`src/rtl/bilinear_image_resampler_assert.svh`:
```
// Assertion macros for the resampler
`ifndef BILINEAR_IMAGE_RESAMPLER_ASSERT_SVH
`define BILINEAR_IMAGE_RESAMPLER_ASSERT_SVH
// Implication checked on every edge outside reset
`define BIR_ASSERT_IMP(lbl, ante, cons) \
  lbl: assert property (@(posedge clk) disable iff (!rst_n) (ante) |-> (cons)) \
    else $error("bir check failed");
// Next-cycle implication
`define BIR_ASSERT_NXT(lbl, ante, cons) \
  lbl: assert property (@(posedge clk) disable iff (!rst_n) (ante) |=> (cons)) \
    else $error("bir check failed");
`endif

```
`src/rtl/bir_pkg.sv`:
```
package bir_pkg;
  localparam int unsigned CfgIdxW = 3;
  localparam int unsigned CfgDataW = 25;
  localparam logic [CfgIdxW-1:0] REG_SRC_WIDTH = 3'd0;
  localparam logic [CfgIdxW-1:0] REG_SRC_HEIGHT = 3'd1;
  localparam logic [CfgIdxW-1:0] REG_X_STEP = 3'd2;
  localparam logic [CfgIdxW-1:0] REG_Y_STEP = 3'd3;
  localparam logic [CfgIdxW-1:0] REG_CH_COUNT = 3'd4;
  localparam logic REQ_WRITE = 1'b0;
  localparam logic REQ_SAMPLE = 1'b1;

  typedef struct packed {
    logic       req_type;
    logic [11:0] pos_x;
    logic [11:0] pos_y;
    logic [7:0] in_c0;
    logic [7:0] in_c1;
    logic [7:0] in_c2;
    logic [7:0] in_c3;
  } req_t;

  typedef struct packed {
    logic [7:0] out_c0;
    logic [7:0] out_c1;
    logic [7:0] out_c2;
    logic [7:0] out_c3;
    logic       in_range;
  } rsp_t;

  // Classified operation travelling from front to back
  typedef struct packed {
    logic        is_write;
    logic        in_range;
    logic [11:0] xl;
    logic [11:0] yl;
    logic [15:0] fx;
    logic [15:0] fy;
    logic [2:0]  nch;
    logic [31:0] word;
  } op_t;
endpackage

```
`src/rtl/bir_front.sv`:
```
module bir_front #(
  parameter int unsigned MaxWidth = 512,
  parameter int unsigned MaxHeight = 512,
  parameter int unsigned MaxChannels = 4
) (
  input  logic                 clk,
  input  logic                 rst_n,
  input  logic                 cfg_we,
  input  logic [bir_pkg::CfgIdxW-1:0]  cfg_index,
  input  logic [bir_pkg::CfgDataW-1:0] cfg_data,
  input  logic                 in_valid,
  output logic                 in_ready,
  input  bir_pkg::req_t        in_req,
  output logic                 op_valid,
  input  logic                 op_ready,
  output bir_pkg::op_t         op
);
  import bir_pkg::*;
  typedef enum logic [1:0] {S_IDLE, S_MUL, S_CLS} st_t;
  st_t st_r;
  logic [9:0]  w_r, h_r;
  logic [24:0] xs_r, ys_r;
  logic [2:0]  ch_r;
  req_t        req_r;
  logic [36:0] px_r, py_r;
  logic [12:0] w_eff, h_eff;
  logic [2:0]  nch;
  logic        wr_ok, rng;

  always_comb begin
    w_eff = ({3'd0, w_r} > 13'(MaxWidth)) ? 13'(MaxWidth) : {3'd0, w_r};
    h_eff = ({3'd0, h_r} > 13'(MaxHeight)) ? 13'(MaxHeight) : {3'd0, h_r};
    nch = (ch_r > 3'(MaxChannels)) ? 3'(MaxChannels) : ch_r;
    wr_ok = ({1'b0, req_r.pos_x} < w_eff) && ({1'b0, req_r.pos_y} < h_eff);
    rng = (w_eff != 13'd0) && (h_eff != 13'd0) &&
          (px_r <= 37'({w_eff - 13'd1, 16'd0})) &&
          (py_r <= 37'({h_eff - 13'd1, 16'd0}));
  end

  assign in_ready = (st_r == S_IDLE);
  assign op_valid = (st_r == S_CLS) && (req_r.req_type == REQ_SAMPLE || wr_ok);
  always_comb begin
    op.is_write = (req_r.req_type == REQ_WRITE);
    op.in_range = rng;
    op.xl = op.is_write ? req_r.pos_x : px_r[27:16];
    op.yl = op.is_write ? req_r.pos_y : py_r[27:16];
    op.fx = px_r[15:0];
    op.fy = py_r[15:0];
    op.nch = nch;
    op.word = {req_r.in_c3, req_r.in_c2, req_r.in_c1, req_r.in_c0};
  end

  always_ff @(posedge clk) begin
    if (!rst_n) begin
      st_r <= S_IDLE;
      w_r <= 10'd512; h_r <= 10'd512;
      xs_r <= 25'd65536; ys_r <= 25'd65536; ch_r <= 3'd3;
    end else begin
      if (cfg_we) begin
        case (cfg_index)
          REG_SRC_WIDTH:  w_r <= cfg_data[9:0];
          REG_SRC_HEIGHT: h_r <= cfg_data[9:0];
          REG_X_STEP:     xs_r <= cfg_data;
          REG_Y_STEP:     ys_r <= cfg_data;
          REG_CH_COUNT:   ch_r <= cfg_data[2:0];
          default: ;
        endcase
      end
      case (st_r)
        S_IDLE: if (in_valid) begin
          req_r <= in_req;
          st_r <= S_MUL;
        end
        S_MUL: begin
          px_r <= 37'(req_r.pos_x) * 37'(xs_r);
          py_r <= 37'(req_r.pos_y) * 37'(ys_r);
          st_r <= S_CLS;
        end
        S_CLS: if (op_ready || !op_valid) st_r <= S_IDLE;
        default: st_r <= S_IDLE;
      endcase
    end
  end
endmodule

```
`config.mk`:
```
export PLATFORM = sky130hd
export DESIGN_NAME = bir_front
export DESIGN_NICKNAME = d
export VERILOG_FILES = /design/src/rtl/bilinear_image_resampler_assert.svh /design/src/rtl/bir_pkg.sv /design/src/rtl/bir_front.sv
export SDC_FILE = /design/constraint.sdc
export NUM_CORES = 2
export LEC_CHECK = 0
export CAP_MARGIN = 20
export CELL_PAD_IN_SITES_DETAIL_PLACEMENT = 1
export CELL_PAD_IN_SITES_GLOBAL_PLACEMENT = 1
export CORE_AREA = 2 2 284 286
export CTS_BUF_LIST = sky130_fd_sc_hd__clkbuf_4 sky130_fd_sc_hd__clkbuf_8
export CTS_CLUSTER_SIZE = 40
export DETAILED_ROUTE_END_ITERATION = 16
export DIE_AREA = 0 0 286 288
export DONT_BUFFER_PORTS = 1
export PLACE_DENSITY = 0.65
export SLEW_MARGIN = 5
export SYNTH_ARGS = -nofsm -noshare
export SYNTH_HDL_FRONTEND = slang
export SYNTH_SLANG_ARGS = --single-unit
export TNS_END_PERCENT = 100
```
`constraint.sdc`:
```
create_clock -name clk -period 5.2 [get_ports clk]
set_input_delay 0.52 -clock clk [delete_from_list [all_inputs] [get_ports clk]]
set_output_delay 0.52 -clock clk [all_outputs]
set_load 0.005 [all_outputs]
```
==> results.toml <==
[status]
status = "finished, violations left"
failed_checks = "setup timing"

[sta]
drv_slew = 0
whs_ns = 0.0379
worst_pin_slew_ns = 1.10
rsz0062_at_grt = "true"
setup_viol = 40
maxSlewHeadroom_pct = 26.5
fmax_mhz = 173
finalWorstSetupSlack_ns = -0.568
final.setup_skew_ns = 0.0371
min_period_ns = 5.77
finalHoldViolCount = 0
fin_crit_sh_pct = 111

[placement]
hpwl_um = 69600
dp.cells = 4159
dpl_cell_area_um2 = 31000
io_buffers = 0
place_worst_setup_slack_ns = -0.659
gp_congestion = 0.878

[routing]
antenna_left = 0
via_count = 21800
drt-total-wl_um = 93000
wl_per_cell_um = 21.1
met1_length_um = 39000
dr_wl_met2_um = 44400
dr.pass1.iters = 5
drt_iter0_drc = 1164
detail_route.vias_per_cell = 4.96
drc_errors = 0
top_layer_used = "met4"
route.met3.wl_um = 7120

[global_route]
grt_pass1_vias = 25100
antenna_found_initial = 3
grt_pass1_wl_um = 141000
grt_start_max_net_pins = 73
grt_overflow = 0
groute.usage.overall_pct = 22.4

[worst_setup_path]
crit_type = "reg2reg"
critPathMaxFanout = 5
crit_top_cell = "fa_1"
cpPeakStageDelay_ns = 0.58
worstReg2RegStart = "req_r[43]"
critPathArrivalTime_ns = 6.14
end_kind = "flop"
path_cells = "buf_12, and2_4, fa_1, fa_2, fa_1, fa_1, inv_2, fa_1, inv_2, ha_4, nand2_4, or4b_4, o21ai_4, nor3_4, or3_1, o21ai_1, o21ai_1, xnor2_1"
start_kind = "flop"
reg2reg_slack_ns = -0.57
cp-startpoint = "req_r[43]"
cp_data_required_time_ns = 5.58
cpMaxStageDelayCell = "fa_1"

[final_layout]
drive_gt1_share_pct = 24.7
stdcell_area_um2 = 35200
layout.nets = 4061
areaGrowthSynthToFinish_pct = 28.0
fill_cells = 8971
finalNonFillerCells = 4406
diodes = 0

[logic_synthesis]
synth_cell_type_count = 67
yosys-top-cells-area = "fa_1 (33%), edfxtp_1 (14%), ha_1 (9.0%)"
synthTopCellsByCount = "nand2_1 (630), inv_1 (579), fa_1 (460)"
netlist.area_leader.share_pct = 33.5
yosysMostFrequentCell = "nand2_1"
synth_seq_cells = 206
postSynthCellCount = 2998
yosysWarnings = 0
synth.avg_cell_area_um2 = 9.18
synth_nets = 3745
async_flop_share_pct = 0
synth_edf_count = 131
ys_seq_area_share_pct = 19.8
synth_top_area_cell = "fa_1"
netlist_area_um2 = 27500
synth_ff_type = "edfxtp_1"

[clock_tree]
cts_tree = "built"
cts.clk_slew.worst_paths_ns = 0.06
cts-buffers-inserted = 41
cts.htree.levels = 2
clock-sinks = 206
clock_tree.root_cell = "clkbuf_8"
clockBufferDepth = 3
clock_latency_ns = 0.64

[power_and_ir_drop]
p_per_area_nw_per_um2 = 161
vdd_ir_drop_max_mv = 0.198
p_leak_uw = 0.0162

[min_path]
hold_path_class = "in2reg"
hp-start = "cfg_data[24]"

[floorplan]
die_w_um = 286
initial_core_util_pct = 34.5
rows = 104
die_height_um = 288
fp.dieArea_um2 = 82400
io_pins = 185
core-area_um2 = 79600

[flow_run]
drv_cap = 0
[worst paths after layout]
path / to / depth (start not counted)
setup / recovery: py_r[33] / 18
hold / removal: xs_r[24] / 2
setup reg to reg: py_r[33] / 18
hold reg to reg: ch_r[0] / 2
[logic make-up after synthesis]
family | synth area share, %
flops | 19.8
xor+xnor | 2.26
buf+inv | 11.7
fa+ha+maj | 42.4
compound gates | 7.07
mux | 1.13
simple gates | 15.7
[layout make-up]
cell class                      count  area (um2)  share of cell area [%]
Clock buffer                       57         722                    2.05
Tap cell                         1060        1330                    3.77
Clock inverter                     18         241                   0.686
Timing Repair Buffer              483        4910                    14.0
Multi-Input combinational cell   2002       20400                    57.9
Inverter                          580        2180                    6.19
Sequential cell                   206        5440                    15.5
[flip-flops by register name, summed over array words and instances, names as in the netlist]
signal	cells
op	32
px_r	37
py_r	37
ch_r	3
h_r	10
ys_r	25
xs_r	25
req_r	25
st_r	2
w_r	10
[metrics by stage]
step                power (uW)  utilization, %  setup TNS (ns)
CTS                       5610            43.0          -10.28
finish                    5660            44.2          -12.90
global placement          3240            38.9          -11.89
detailed placement        3300            38.9          -14.57
global route              5940            44.2          -19.92
floorplan                 2770               -          -0.323
[layer usage]
metal / track usage (%) / up-vias
li1: - / 9750
met1: 28.3 / 11300
met2: 37.9 / 635
met3: 5.82 / 126
met4: 6.01 / 0
met5: 0 / -
[where the power goes]
group | internal, uW | switching [uW]
combinational | 799 | 929
sequential | 1830 | 63.1
clock | 1200 | 839
[repair_timing]
item,in CTS,in global routing
buffers inserted,51,45
gates cloned,8,6
endpoints found under the setup margin,41,46
hold buffers,70,0
hold endpoints to repair,78,0
pin swaps,127,170
gates resized for setup,246,147
[placed cells by master (no fill, tap or decap), types with 37 or more instances in the layout]
cell type / instances
xnor2_1: 43
nand2_2: 39
and2_1: 158
ha_1: 157
dlygate4sd3_1: 70
edfxtp_1: 131
buf_6: 39
fa_2: 42
ha_4: 37
fa_1: 418
dfxtp_1: 68
inv_1: 533
nand2_1: 575
clkbuf_8: 47
buf_12: 56
buf_4: 301
inv_2: 45
nor2_1: 44
a21boi_0: 67
[worst max-delay path, delay by kind of cell (launching register included)]
family / cells / cell delay [ns]
adder cells (fa/ha/maj): 6 / 2.81
AND/OR/NAND/NOR: 5 / 1.15
buffers and inverters: 3 / 0.32
XOR/XNOR: 1 / 0.15
AO/OA/AOI/OAI: 3 / 0.52
flip-flops: 1 / 0.55
Note: power is estimated with default switching activity, not from simulation.
