File: config.mk
export PLATFORM = sky130hd
export DESIGN_NAME = bir_fifo
export DESIGN_NICKNAME = d
export VERILOG_FILES = /design/src/rtl/bilinear_image_resampler_assert.svh /design/src/rtl/bir_pkg.sv /design/src/rtl/bir_fifo.sv
export SDC_FILE = /design/constraint.sdc
export NUM_CORES = 1
export LEC_CHECK = 0
export BUFFER_PORTS_ARGS = -buffer_cell sky130_fd_sc_hd__buf_2
export CORE_MARGIN = 1.5
export CORE_UTILIZATION = 45
export DETAILED_ROUTE_END_ITERATION = 12
export GPL_TIMING_DRIVEN = 0
export PLACE_DENSITY_LB_ADDON = 0.1
export SLEW_MARGIN = 0
export SYNTH_ARGS = -nofsm -noshare
export SYNTH_HDL_FRONTEND = slang
export SYNTH_SLANG_ARGS = --single-unit
File: constraint.sdc
create_clock -name clk -period 14 [get_ports clk]
set_clock_uncertainty 0.15 [all_clocks]
set_input_delay 0.7 -clock clk [delete_from_list [all_inputs] [get_ports clk]]
set_output_delay 0.7 -clock clk [all_outputs]
set_load 0.005 [all_outputs]
File: src/rtl/bilinear_image_resampler_assert.svh
// Assertion macros for the resampler
`ifndef BILINEAR_IMAGE_RESAMPLER_ASSERT_SVH
`define BILINEAR_IMAGE_RESAMPLER_ASSERT_SVH
// Implication checked on every edge outside reset
`define BIR_ASSERT_IMP(lbl, ante, cons) \
  lbl: assert property (@(posedge clk) disable iff (!rst_n) (ante) |-> (cons)) \
    else $error("bir check failed");
// Next-cycle implication
`define BIR_ASSERT_NXT(lbl, ante, cons) \
  lbl: assert property (@(posedge clk) disable iff (!rst_n) (ante) |=> (cons)) \
    else $error("bir check failed");
`endif

File: src/rtl/bir_pkg.sv
package bir_pkg;
  localparam int unsigned CfgIdxW = 3;
  localparam int unsigned CfgDataW = 25;
  localparam logic [CfgIdxW-1:0] REG_SRC_WIDTH = 3'd0;
  localparam logic [CfgIdxW-1:0] REG_SRC_HEIGHT = 3'd1;
  localparam logic [CfgIdxW-1:0] REG_X_STEP = 3'd2;
  localparam logic [CfgIdxW-1:0] REG_Y_STEP = 3'd3;
  localparam logic [CfgIdxW-1:0] REG_CH_COUNT = 3'd4;
  localparam logic REQ_WRITE = 1'b0;
  localparam logic REQ_SAMPLE = 1'b1;

  typedef struct packed {
    logic       req_type;
    logic [11:0] pos_x;
    logic [11:0] pos_y;
    logic [7:0] in_c0;
    logic [7:0] in_c1;
    logic [7:0] in_c2;
    logic [7:0] in_c3;
  } req_t;

  typedef struct packed {
    logic [7:0] out_c0;
    logic [7:0] out_c1;
    logic [7:0] out_c2;
    logic [7:0] out_c3;
    logic       in_range;
  } rsp_t;

  // Classified operation travelling from front to back
  typedef struct packed {
    logic        is_write;
    logic        in_range;
    logic [11:0] xl;
    logic [11:0] yl;
    logic [15:0] fx;
    logic [15:0] fy;
    logic [2:0]  nch;
    logic [31:0] word;
  } op_t;
endpackage

File: src/rtl/bir_fifo.sv
module bir_fifo (
  input  logic          clk,
  input  logic          rst_n,
  input  logic          wr_valid,
  output logic          wr_ready,
  input  bir_pkg::op_t  wr_op,
  output logic          rd_valid,
  input  logic          rd_ready,
  output bir_pkg::op_t  rd_op
);
  import bir_pkg::*;
  op_t q_r [2];
  logic wp_r, rp_r;
  logic [1:0] cnt_r;
  logic push, pop;
  assign wr_ready = (cnt_r != 2'd2);
  assign rd_valid = (cnt_r != 2'd0);
  assign rd_op = q_r[rp_r];
  assign push = wr_valid && wr_ready;
  assign pop = rd_valid && rd_ready;
  always_ff @(posedge clk) begin
    if (push) q_r[wp_r] <= wr_op;
    if (!rst_n) begin
      wp_r <= 1'b0; rp_r <= 1'b0; cnt_r <= 2'd0;
    end else begin
      if (push) wp_r <= ~wp_r;
      if (pop) rp_r <= ~rp_r;
      cnt_r <= cnt_r + {1'b0, push} - {1'b0, pop};
    end
  end
endmodule

==> results of run 1 <==
## state kept, by name (all words and copies together), names as in the netlist, named ones only
name   cells
q_r      186
wp_r       1
cnt_r      2
rp_r       1
## per-stage QoR
step / utilization / area [um2] / setup slack (ns)
3_5_place_dp: 0.5428 / 8559 / 11.54
6_report: 0.5820 / 9178 / 11.48
4_1_cts: 0.5820 / 9178 / 11.43
5_1_grt: 0.5820 / 9178 / 11.39
2_1_floorplan: - / 7226 / 8.637
3_3_place_gp: 0.5359 / 8452 / 6.288
## cell usage after synthesis (all sizes together) (2+ instances only)
cell type,count,share of area
nand2,2,0.0010
and2,2,0.0017
nor2b,2,0.0017
mux2,93,0.18
dfxtp,5,0.014
xnor2,3,0.0036
edfxtp,186,0.77
ha,2,0.0035
nand2b,2,0.0017
buf,10,0.013
## routing by layer
metal | GRT usage | wire length, um | vias up
li1 | - | - | 1660
met1 | 0.1596 | 4623 | 1702
met2 | 0.2484 | 6412 | 110
met3 | 0.06519 | 951 | 13
met4 | 0.06013 | 194 | 2
met5 | 0 | 17 | -
## logic make-up after synthesis
logic type                 synth area share
adders and majority gates          0.003463
buffers and inverters               0.01385
AOI/OAI and AO/OA                  0.001039
and+or+nand+nor                    0.008485
DFF                                  0.7868
muxes                                0.1827
xor gates and xnor gates           0.003637
## critical path: cells and delay by family (launching register included)
kind / cells / cell delay, ns
muxes: 1 / 0.32
DFF: 1 / 0.34
buffers and inverters: 3 / 0.59
## area by class of cell
| cell class | instances | share of cell area |
|---|---|---|
| flip-flops and latches | 191 | 0.6195 |
| multi-input cells | 111 | 0.1583 |
| repair buffers | 195 | 0.1145 |
| clock buffers | 17 | 0.04635 |
| well taps | 216 | 0.02945 |
| clock inverters | 12 | 0.02100 |
| plain buffers | 10 | 0.01050 |
| inverters | 1 | 0.0004090 |
## worst paths after layout
check	start	to	slack, ns	cells past startpoint
hold reg to reg	wp_r	wp_r	0.38	2
setup reg to reg	cnt_r[0]	q_r[0][44]	11.83	5
hold / removal	wr_op[31]	q_r[0][31]	0.32	1
setup / recovery	register	rd_op[29]	11.48	4
## power groups by stage
| stage | sequential (mW) | clock [mW] | combinational, mW |
|---|---|---|---|
| global placement | 0.763 | 0 | 0.382 |
| finish | 0.735 | 0.505 | 0.394 |
| floorplan | 0.754 | 0 | 0.247 |
| global route | 0.742 | 0.538 | 0.429 |
| detailed placement | 0.749 | 0 | 0.404 |
| CTS | 0.736 | 0.519 | 0.405 |
==> results.txt, run 1 <==
The fraction of power spent switching nets was 0.2350. The area of the core came out at 15,770 um2. Counting I/O delays and the setup requirement, the final critical path takes 2.520 ns. Among all flip-flop cells after synthesis, the most frequent one is sky130_fd_sc_hd__edfxtp_1. The max-cap violation count is 0, and the net count after synthesis is 412.

For this run, the top clock speed supported by timing is 396.8 MHz. In this run the cell area of the synthesized design comes to 7226 um2. Leaving out filler cells and counting taps, the final layout contains 753. Post-synthesis instance total: 313.

The logic gate share of total power was 0.241. The critical path goes through buf_4 -> buf_6 -> mux2_4 -> buf_2. The worst setup path is captured at an output port.

The later pin in the worst-skew pair is clocked with a latency of 0.41 ns. Post-CTS repair changed the size of 0 cells. The first global-routing pass estimated 17.83 mm of wire. Input and output buffers added on the ports amount to 191. Clock-pin slew was measured on the worst setup and hold paths at 0.07 ns. The initial antenna violation count is 1, and the detailed-route wire length per cell is 16.20 um. Number of global-route vias before repair: 3,565. The worst-case IR drop observed on VDD is 138.2 uV. Adding up every negative setup slack in the final design gives 0 ns. The number of antenna diodes in the final layout is 0.

In this design, the stage delay of the slowest critical-path cell is 0.34 ns. The run gives 12.20 mm as the wire length after detailed routing. The run gives 156 as the violation count after the first detailed-route iteration. The share of flip-flops with an asynchronous set or reset is 0, and the die width is 129.7 um.

The share of the clock period used by the worst path works out to 0.1800. The fraction of layout instances using a drive strength above 1 was 0.6108; the first-pass iteration count of the detailed router was 4. Total power for the finished layout comes to 1.634 mW. The max-slew violation count is 0. Category of the most critical setup path: reg2out. The placer's final routability congestion estimate was 0.6834; the largest net degree at the start of global routing was 48. For this run, design rule violations remaining after detail routing come to 0.

For this design, the slowest cell found on the critical path is sky130_fd_sc_hd__dfxtp_1. The run gives 2 as the maximum buffer depth of the clock tree. Dividing the synthesized area by the synthesized cell count gives 23.09 um2.

The library cell used most frequently in the layout, excluding fill and tap cells, is sky130_fd_sc_hd__buf_2. In the layout the commonest cells are sky130_fd_sc_hd__buf_2 (193), sky130_fd_sc_hd__edfxtp_1 (186), sky130_fd_sc_hd__mux2_4 (70). The total of endpoints with negative setup slack in the final report came out at 0.

The H-tree generated during clock tree synthesis spans 4 levels. The overall fraction of global-route tracks in use was 0.1459; the proportion of synthesized chip area in sequential cells was 0.7868. After detailed placement, the design holds a cell count of 724. After global routing the overflow that remains totals 0. The tree built by TritonCTS fans out to 191 sinks.

Data arrives at the worst endpoint at 1.67 ns. The internal portion of the total power is 1.250 mW. The total of hold buffers inserted after clock tree synthesis was 0; the worst endpoint required time was 13.15 ns. TritonCTS created 17 clock buffers.

The path type of the worst min-delay path is in2reg. The clock share of power is 0.309. For this design the static power due to leakage is 3.580 nW. The largest fanout of any net on the critical path is 10.

The routed layout has 3,487 vias. The multi-input combinational cells in the finished layout cover a total of 1453 um2. The run gives 0 as the post-CTS setup buffer count. After synthesis the netlist holds a flip-flop and latch count of 191.

Minimum hold slack: 0.3164 ns. Detailed placement finished with a half-perimeter wire length of 8.214 mm. The number of distinct library cell variants in the gate-level netlist after synthesis was 19; the floorplan die area was 16,830 um2. Relative slew slack: 0.5294.

The die is 129.7 um tall. Pin placement for this block handled 192 I/O pins. Total area of sequential cells: 5685 um2. Setup repair after global routing left no endpoint under its margin.

The actual transition at the worst max-transition pin works out to 0.7059 ns. The sequential cell fraction of total power was 0.450; the number of fill cells in the layout was 1,272. The tools report the net count of the finished layout as 626. The count of nets left with antenna violations once routing finished came out at 0. The net switching power of the design is 384.0 uW, and the number of warnings reported in the yosys synthesis log is 0. Dividing the detail-routed via count by the number of cells gives 4.631. The run finished with clean final reports. TritonCTS built the clock tree. Row generation in the floorplan step produced 46 rows. Clock root buffer master: sky130_fd_sc_hd__clkbuf_16. The number of hold-slack violations in the final timing report is 0.

The kind of start point of the critical path is a register. The area growth from synthesis to final layout works out to 27.01%. Counting flops with a built-in enable in the synthesized netlist gives 186.

The ratio of total power to cell area works out to 178.0 nW/um2. The starting density of the core came out at 0.4582.
(Power assumes the default switching activity.)
==> inputs of run 2 (changes only) <==
==> constraint.sdc (replaced) <==
create_clock -name clk -period 2.2 [get_ports clk]
set_clock_uncertainty 0.15 [all_clocks]
set_input_delay 0.11 -clock clk [delete_from_list [all_inputs] [get_ports clk]]
set_output_delay 0.11 -clock clk [all_outputs]
set_load 0.005 [all_outputs]
==> run 2 against run 1 <==
  * Via count is 11% higher
  * Worst setup slack worse by 11 ns
  * Cell count is 13% higher
  * Critical endpoint is now q_r[1][0]
  * Highest routed layer is now met4
==> results.txt, run 2 (synthesis results as in run 1) <==
The logs give 8568 um2 (was 8559 um2) for the post-detailed-placement cell area and 1.87 ns (was 1.67 ns) for the arrival time at the worst endpoint. The detailed-route wire length per cell works out to 15.15 um (was 16.20 um). The total number of vias was 3,855 (was 3,487). The clock-pin transition on the worst setup and hold timing paths is 0.07 ns (about the same).

The number of resized instances in the post-cts repair step came out at 0 (unchanged). The total placed cells including tap cells came out at 724 (unchanged). The minimum hold slack is 0.2583 ns (was 0.3164 ns), and the ratio of total power to cell area is 1012 nW/um2 (was 178.0 nW/um2). For the maximum buffer depth of the clock tree, the log shows 2 (unchanged). The run gives 0.6260 (was 0.5294) as the relative slew slack. The run gives 12.89 mm (was 12.20 mm) as the wire length after detailed routing. The clock root buffer master was sky130_fd_sc_hd__clkbuf_16 (unchanged). Type of destination of the critical path: a register (was an output port). The port buffer count is 191 (unchanged), and the number of global-route vias before repair is 4,012 (was 3,565). The run finished with clean final reports.

The tools report the initial antenna violation count as 0 (was 1). The share of the clock period used by the worst path works out to 0.8783. The run gives 0.2302 ns (was 11.54 ns) as the post-placement worst setup slack. The run gives 0 (unchanged) as the number of nets with antenna violations after detailed routing. The worst endpoint required time was 2.14 ns (was 13.15 ns). The placer's final routability congestion estimate is 0.6486 (was 0.6834), and the total of endpoints with negative setup slack in the final report is 0 (unchanged).

Biggest regs: q_r: 186 flops, cnt_r: 2 flops (unchanged). Upper clock frequency limit: 517.5 MHz. For the final core area utilization, the log shows 0.6393 (was 0.5820). The floorplan die height works out to 129.7 um (unchanged). Max-cap violation count: 0 (unchanged).

The starting density of the core came out at 0.4582 (unchanged). The number of hold-slack violations in the final timing report is 0 (unchanged). Worst ir drop on vdd: 579.9 uV (was 138.2 uV). Commonest non-fill, non-tap cells in the layout: sky130_fd_sc_hd__buf_2 (193), sky130_fd_sc_hd__edfxtp_1 (186), sky130_fd_sc_hd__dlygate4sd3_1 (96) (was sky130_fd_sc_hd__buf_2 (193), sky130_fd_sc_hd__edfxtp_1 (186), sky130_fd_sc_hd__mux2_4 (70)). The latest clock arrival within the worst-skew pair came out at 0.42 ns (was 0.41 ns). Setup repair after global routing left no endpoint under its margin. The tools report the first-pass iteration count of the detailed router as 4 (unchanged). The path type of the worst min-delay path was in2reg (unchanged). The total leakage power was 3.953 nW (was 3.580 nW); the count of standard-cell rows was 46 (unchanged). The number of flip-flops in the largest register was 186 (unchanged). Post-detailed-placement half-perimeter wirelength: 8.011 mm (was 8.214 mm). Clock sink count: 191 (unchanged). The actual transition at the worst max-transition pin is 0.5611 ns (was 0.7059 ns), and the boundary pin count is 192 (unchanged). The kind of start point of the critical path is a register (unchanged). The maximum level of the CTS H-tree was 4 (unchanged).

The number of buffers inserted during clock tree synthesis was 17 (unchanged). The final instance count without filler cells came out at 851 (was 753). The logs give 0 (unchanged) for the number of diodes added for antenna fixing and 0 (unchanged) for the max-slew violation count.

The via-per-instance ratio is 4.530 (was 4.631), and the largest net degree at the start of global routing is 58 (was 48). The wire length of the first global-routing pass was 19.81 mm (was 17.83 mm); the violation count after the first detailed-route iteration was 143 (was 156). TritonCTS built the clock tree. Area of the core: 15,770 um2 (unchanged).

The final-layout setup total negative slack was 0 ns (unchanged); the DRC violation count after routing was 0 (unchanged). The most frequent standard cell in the layout excluding fill and tap cells was sky130_fd_sc_hd__buf_2 (unchanged). The area growth from synthesis to final layout was 39.53% (was 27.01%).

The run gives 10,080 um2 (was 9178 um2) as the area of all placed cells without fillers. For the overall fraction of global-route tracks in use, the log shows 0.1585 (was 0.1459). The register bank with the most flops was q_r (unchanged). For the post-route worst setup slack, the log shows 0.2677 ns (was 11.48 ns). The run gives 722 (was 626) as the net count of the finished layout.

The clock period could shrink to 1.932 ns. The run gives 16,830 um2 (unchanged) as the floorplan die area. The internal reg-to-reg setup slack was 0.27 ns (was 11.83 ns); the overflow left after global routing was 0 (unchanged). The category of the most critical setup path is reg2reg (was reg2out). The final total power was 10.20 mW (was 1.634 mW). The largest fanout of any net on the critical path is 57 (was 10).

The fraction of layout instances using a drive strength above 1 was 0.5181 (was 0.6108). The die width is 129.7 um (unchanged), and the number of fill cells in the layout is 1,210 (was 1,272).
-- run 2: worst paths after layout --
kind	depth (start not counted)	from	end
min reg2reg	2	wp_r	wp_r
max reg2reg	3	cnt_r[0]	q_r[1][0]
min	2	wr_op[24]	q_r[1][24]
max	3	cnt_r[0]	q_r[1][0]
-- run 2: cell type report --
class / instances / area, um2 / area share
Timing Repair Buffer: 291 / 2004 / 0.1988
Buffer: 10 / 96.34 / 0.009556
Clock buffer: 18 / 429.2 / 0.04257
Multi-Input combinational cell: 111 / 1468 / 0.1456
Tap cell: 216 / 270.3 / 0.02681
Clock inverter: 13 / 123.9 / 0.01229
Inverter: 1 / 3.754 / 0.0003723
Sequential cell: 191 / 5687 / 0.5640
-- run 2: routing by layer --
layer,part of all wire,track usage,up-vias
li1,-,-,1862
met1,0.40,0.1747,1849
met2,0.52,0.2795,123
met3,0.057,0.05084,21
met4,0.022,0.07320,0
met5,0,0,-
-- run 2: what timing repair did --
| item | in CTS | in global routing |
|---|---|---|
| hold endpoints to repair | 196 | 0 |
| hold buffers | 96 | 0 |
| buffers inserted | 0 | 0 |
-- run 2: report_power, final --
group          switching [mW]  leakage (nW)  internal, mW  total (mW)
logic                    1.14          1.90          1.51        2.65
clock network            1.22         0.271          1.65        2.86
registers               0.123          1.78          4.57        4.69
total                    2.48          3.95          7.73        10.2
-- run 2: critical path, stage by stage, from the launching register on --
cell                       delay [ns]
sky130_fd_sc_hd__dfxtp_2         0.35
sky130_fd_sc_hd__nand2b_4        0.15
sky130_fd_sc_hd__and3_4          0.56
sky130_fd_sc_hd__buf_16          0.36
==> inputs of run 3 (changes only) <==
--- a/config.mk
+++ b/config.mk
@@ -11,6 +11,7 @@
 export DETAILED_ROUTE_END_ITERATION = 12
 export GPL_TIMING_DRIVEN = 0
 export PLACE_DENSITY_LB_ADDON = 0.1
+export SETUP_SLACK_MARGIN = 0.3
 export SLEW_MARGIN = 0
 export SYNTH_ARGS = -nofsm -noshare
 export SYNTH_HDL_FRONTEND = slang
==> run 3 against run 2 <==
  * Cell area is 0.60% higher
  * Fmax grew 6.2%
  * Die area unchanged
  * Combinational power up 3%
  * First-iteration DRC count up 14%
  * Clock-buffer cell count unchanged
  * Sequential power is essentially flat
  * Flip-flop and latch count is the same
  * Non-clock buffer count is 1 higher
  * Sequential share of layout area shrank 0.32 points
  * Critical path type is now reg2out
  * Highest routed layer unchanged
==> results.txt, run 3 (synthesis results as in run 1) <==
For the total of endpoints with negative setup slack in the final report, the log shows 0 (unchanged). Biggest regs: q_r: 186 flops, cnt_r: 2 flops (unchanged). The run gives 562.6 uV (was 579.9 uV) as the worst ir drop on vdd.

The run gives 46 (unchanged) as the count of standard-cell rows. The startpoint of the worst hold path was wr_op[23] (was wr_op[24]). The latest clock arrival within the worst-skew pair was 0.42 ns (about the same). The tools report the violation count after the first detailed-route iteration as 163 (was 143). The overall fraction of global-route tracks in use was 0.1606 (was 0.1585); the internal reg-to-reg setup slack was 0.40 ns (was 0.27 ns).

The run gives 17 (unchanged) as the number of buffers inserted during clock tree synthesis. The largest fanout of any net on the critical path was 10 (was 57). Setup repair after global routing left no endpoint under its margin. The port buffer count is 191 (unchanged), and the wire length after detailed routing is 13.09 mm (was 12.89 mm). The type of destination of the critical path was an output port (was a register). The routing usage on met2 is 0.2810 (was 0.2795). The post-placement worst setup slack was 0.2302 ns (unchanged). Maximum level of the CTS H-tree: 4 (unchanged). The logs give 0 (unchanged) for the number of hold-slack violations in the final timing report and 724 (was 722) for the net count of the finished layout. The logs give 0.4582 (unchanged) for the starting density of the core and 3.974 nW (was 3.953 nW) for the total leakage power. Critical-path cell list: buf_12 -> buf_8 -> mux2_4 -> buf_2 (was nand2b_4 -> and3_4 -> buf_16).

The maximum buffer depth of the clock tree was 2 (unchanged). TritonCTS built the clock tree. Largest net degree at the start of global routing: 58 (unchanged). The number of cells traversed by the worst hold path came out at 2 (unchanged).

The most frequent standard cell in the layout excluding fill and tap cells is sky130_fd_sc_hd__buf_2 (unchanged). The kind of cell adding the most delay to the critical path is buffers and inverters (was simple AND/OR/NAND/NOR gates). The worst reg-to-reg path cell count came out at 2 (was 3). Max-slew violation count: 0 (unchanged).

The worst endpoint required time is 1.94 ns (was 2.14 ns), and the max-cap violation count is 0 (unchanged). Area of the core: 15,770 um2 (unchanged). The largest stage delay on the critical path works out to 0.36 ns (was 0.56 ns).

The floorplan die height works out to 129.7 um (unchanged). The post-detailed-placement half-perimeter wirelength is 8.011 mm (unchanged), and the global routing usage on met1 is 0.1798 (was 0.1747). The global-route layer with the greatest usage is met2 (unchanged). The fraction of layout instances using a drive strength above 1 works out to 0.5212 (was 0.5181). The via-per-instance ratio was 4.531 (was 4.530); the minimum hold slack was 0.2601 ns (was 0.2583 ns).

The overflow left after global routing is 0 (unchanged). The number of diodes added for antenna fixing is 0 (unchanged). The clock sink count was 191 (unchanged). The path type of the worst min-delay path was in2reg (unchanged). The share of the clock period used by the worst path came out at 0.8268 (was 0.8783). The ratio of total power to cell area is 1015 nW/um2 (was 1012 nW/um2). The tools report the hold path endpoint as q_r[1][23] (was q_r[1][24]).

The register bank with the most flops was q_r (unchanged). The final instance count without filler cells is 853 (was 851), and the placer's final routability congestion estimate is 0.6486 (unchanged). The total placed cells including tap cells was 724 (unchanged); the relative slew slack was 0.7048 (was 0.6260). For the initial antenna violation count, the log shows 0 (unchanged). For the post-route worst setup slack, the log shows 0.3811 ns (was 0.2677 ns). Start of the worst register-to-register path: wp_r (was cnt_r[0]).

Detailed-route wire length per cell: 15.35 um (was 15.15 um). The actual transition at the worst max-transition pin was 0.4428 ns (was 0.5611 ns). For the number of global-route vias before repair, the log shows 4,015 (was 4,012). Die width: 129.7 um (unchanged). The first-pass iteration count of the detailed router is 4 (unchanged). The number of flip-flops in the largest register was 186 (unchanged); the arrival time at the worst endpoint was 1.56 ns (was 1.87 ns).

The boundary pin count came out at 192 (unchanged). The total number of vias was 3,865 (was 3,855). The tools report the floorplan die area as 16,830 um2 (unchanged). For the upper clock frequency limit, the log shows 549.8 MHz (was 517.5 MHz). The final-layout setup total negative slack came out at 0 ns (unchanged). DRC violation count after routing: 0 (unchanged). Commonest non-fill, non-tap cells in the layout: sky130_fd_sc_hd__buf_2 (191), sky130_fd_sc_hd__edfxtp_1 (186), sky130_fd_sc_hd__dlygate4sd3_1 (96) (was sky130_fd_sc_hd__buf_2 (193), sky130_fd_sc_hd__edfxtp_1 (186), sky130_fd_sc_hd__dlygate4sd3_1 (96)). Category of the most critical setup path: reg2out (was reg2reg). Number of nets with antenna violations after detailed routing: 0 (unchanged). For the wire length of the first global-routing pass, the log shows 20.00 mm (was 19.81 mm). The kind of start point of the critical path is a register (unchanged).

The shortest clock period the worst path allows after layout was 1.819 ns (was 1.932 ns). Number of buffers and inverters on the critical path: 3 (was 1). The met3 usage in global routing came out at 0.05084 (unchanged). The clock-pin transition on the worst setup and hold timing paths works out to 0.06 ns (was 0.07 ns). The flow ran to the end, and the final reports show no timing, DRC or antenna violations.

Capture instance of the worst register-to-register path: q_r[1][0] (unchanged). Slowest cell on the critical path: sky130_fd_sc_hd__dfxtp_2 (was sky130_fd_sc_hd__and3_4). The area growth from synthesis to final layout came out at 40.36% (was 39.53%).

The clock root buffer master is sky130_fd_sc_hd__clkbuf_16 (unchanged).
## run 3: cell types whose count changed in the layout (fill, tap and decap cells not counted), sizes merged
cell	change
buf	-1
clkbuf	+2
and3	+1
## run 3: where the power goes
part | leakage [nW] | switching, mW | total, mW | internal, mW
Clock | 0.271 | 1.22 | 2.87 | 1.65
Combinational | 1.92 | 1.15 | 2.73 | 1.57
Sequential | 1.78 | 0.130 | 4.70 | 4.57
Total | 3.97 | 2.50 | 10.3 | 7.79
## run 3: worst max-delay path by stage
| stage | start | to | cells past startpoint |
|---|---|---|---|
| after floorplan | cnt_r[0] | q_r[0][0] | 3 |
| after global routing | register | rd_op[29] | 4 |
| after CTS | register | rd_op[9] | 3 |
| after detailed placement | cnt_r[0] | q_r[1][78] | 3 |
| after global placement | cnt_r[0] | q_r[0][79] | 3 |
| final | register | rd_op[52] | 4 |
## run 3: cell type report
class | instances | area [um2]
inverters | 1 | 3.754
well taps | 216 | 270.3
repair buffers | 292 | 2012
flip-flops and latches | 191 | 5688
clock buffers | 18 | 429.2
multi-input cells | 112 | 1475
clock inverters | 13 | 123.9
fillers | 1207 | 5628
plain buffers | 10 | 140.1
## run 3: what timing repair did
action	4_1_cts	5_1_grt
gates cloned	1	0
setup buffers	0	1
hold endpoints to repair	191	0
pin swaps	1	1
resized for setup	3	10
hold buffers	96	0
endpoints found under the setup margin	127	119
## run 3: worst register-to-register path, delay by kind of cell (launching register included)
family | cells | cell delay (ns)
buf+inv | 1 | 0.34
flops | 1 | 0.49
simple gates | 1 | 0.47
## run 3: layer usage
metal | up-vias | part of all wire
met5 | - | 0
met4 | 0 | 0.020
met3 | 20 | 0.053
met2 | 108 | 0.52
met1 | 1868 | 0.40
li1 | 1869 | -
## run 3: metrics by stage
step | util | area, um2 | total power, mW
after floorplan | - | 7251 | 6.349
after global placement | 0.5375 | 8477 | 7.243
after detailed placement | 0.5433 | 8568 | 7.331
after CTS | 0.6405 | 10100 | 10.38
after global routing | 0.6431 | 10140 | 10.77
final | 0.6431 | 10140 | 10.29
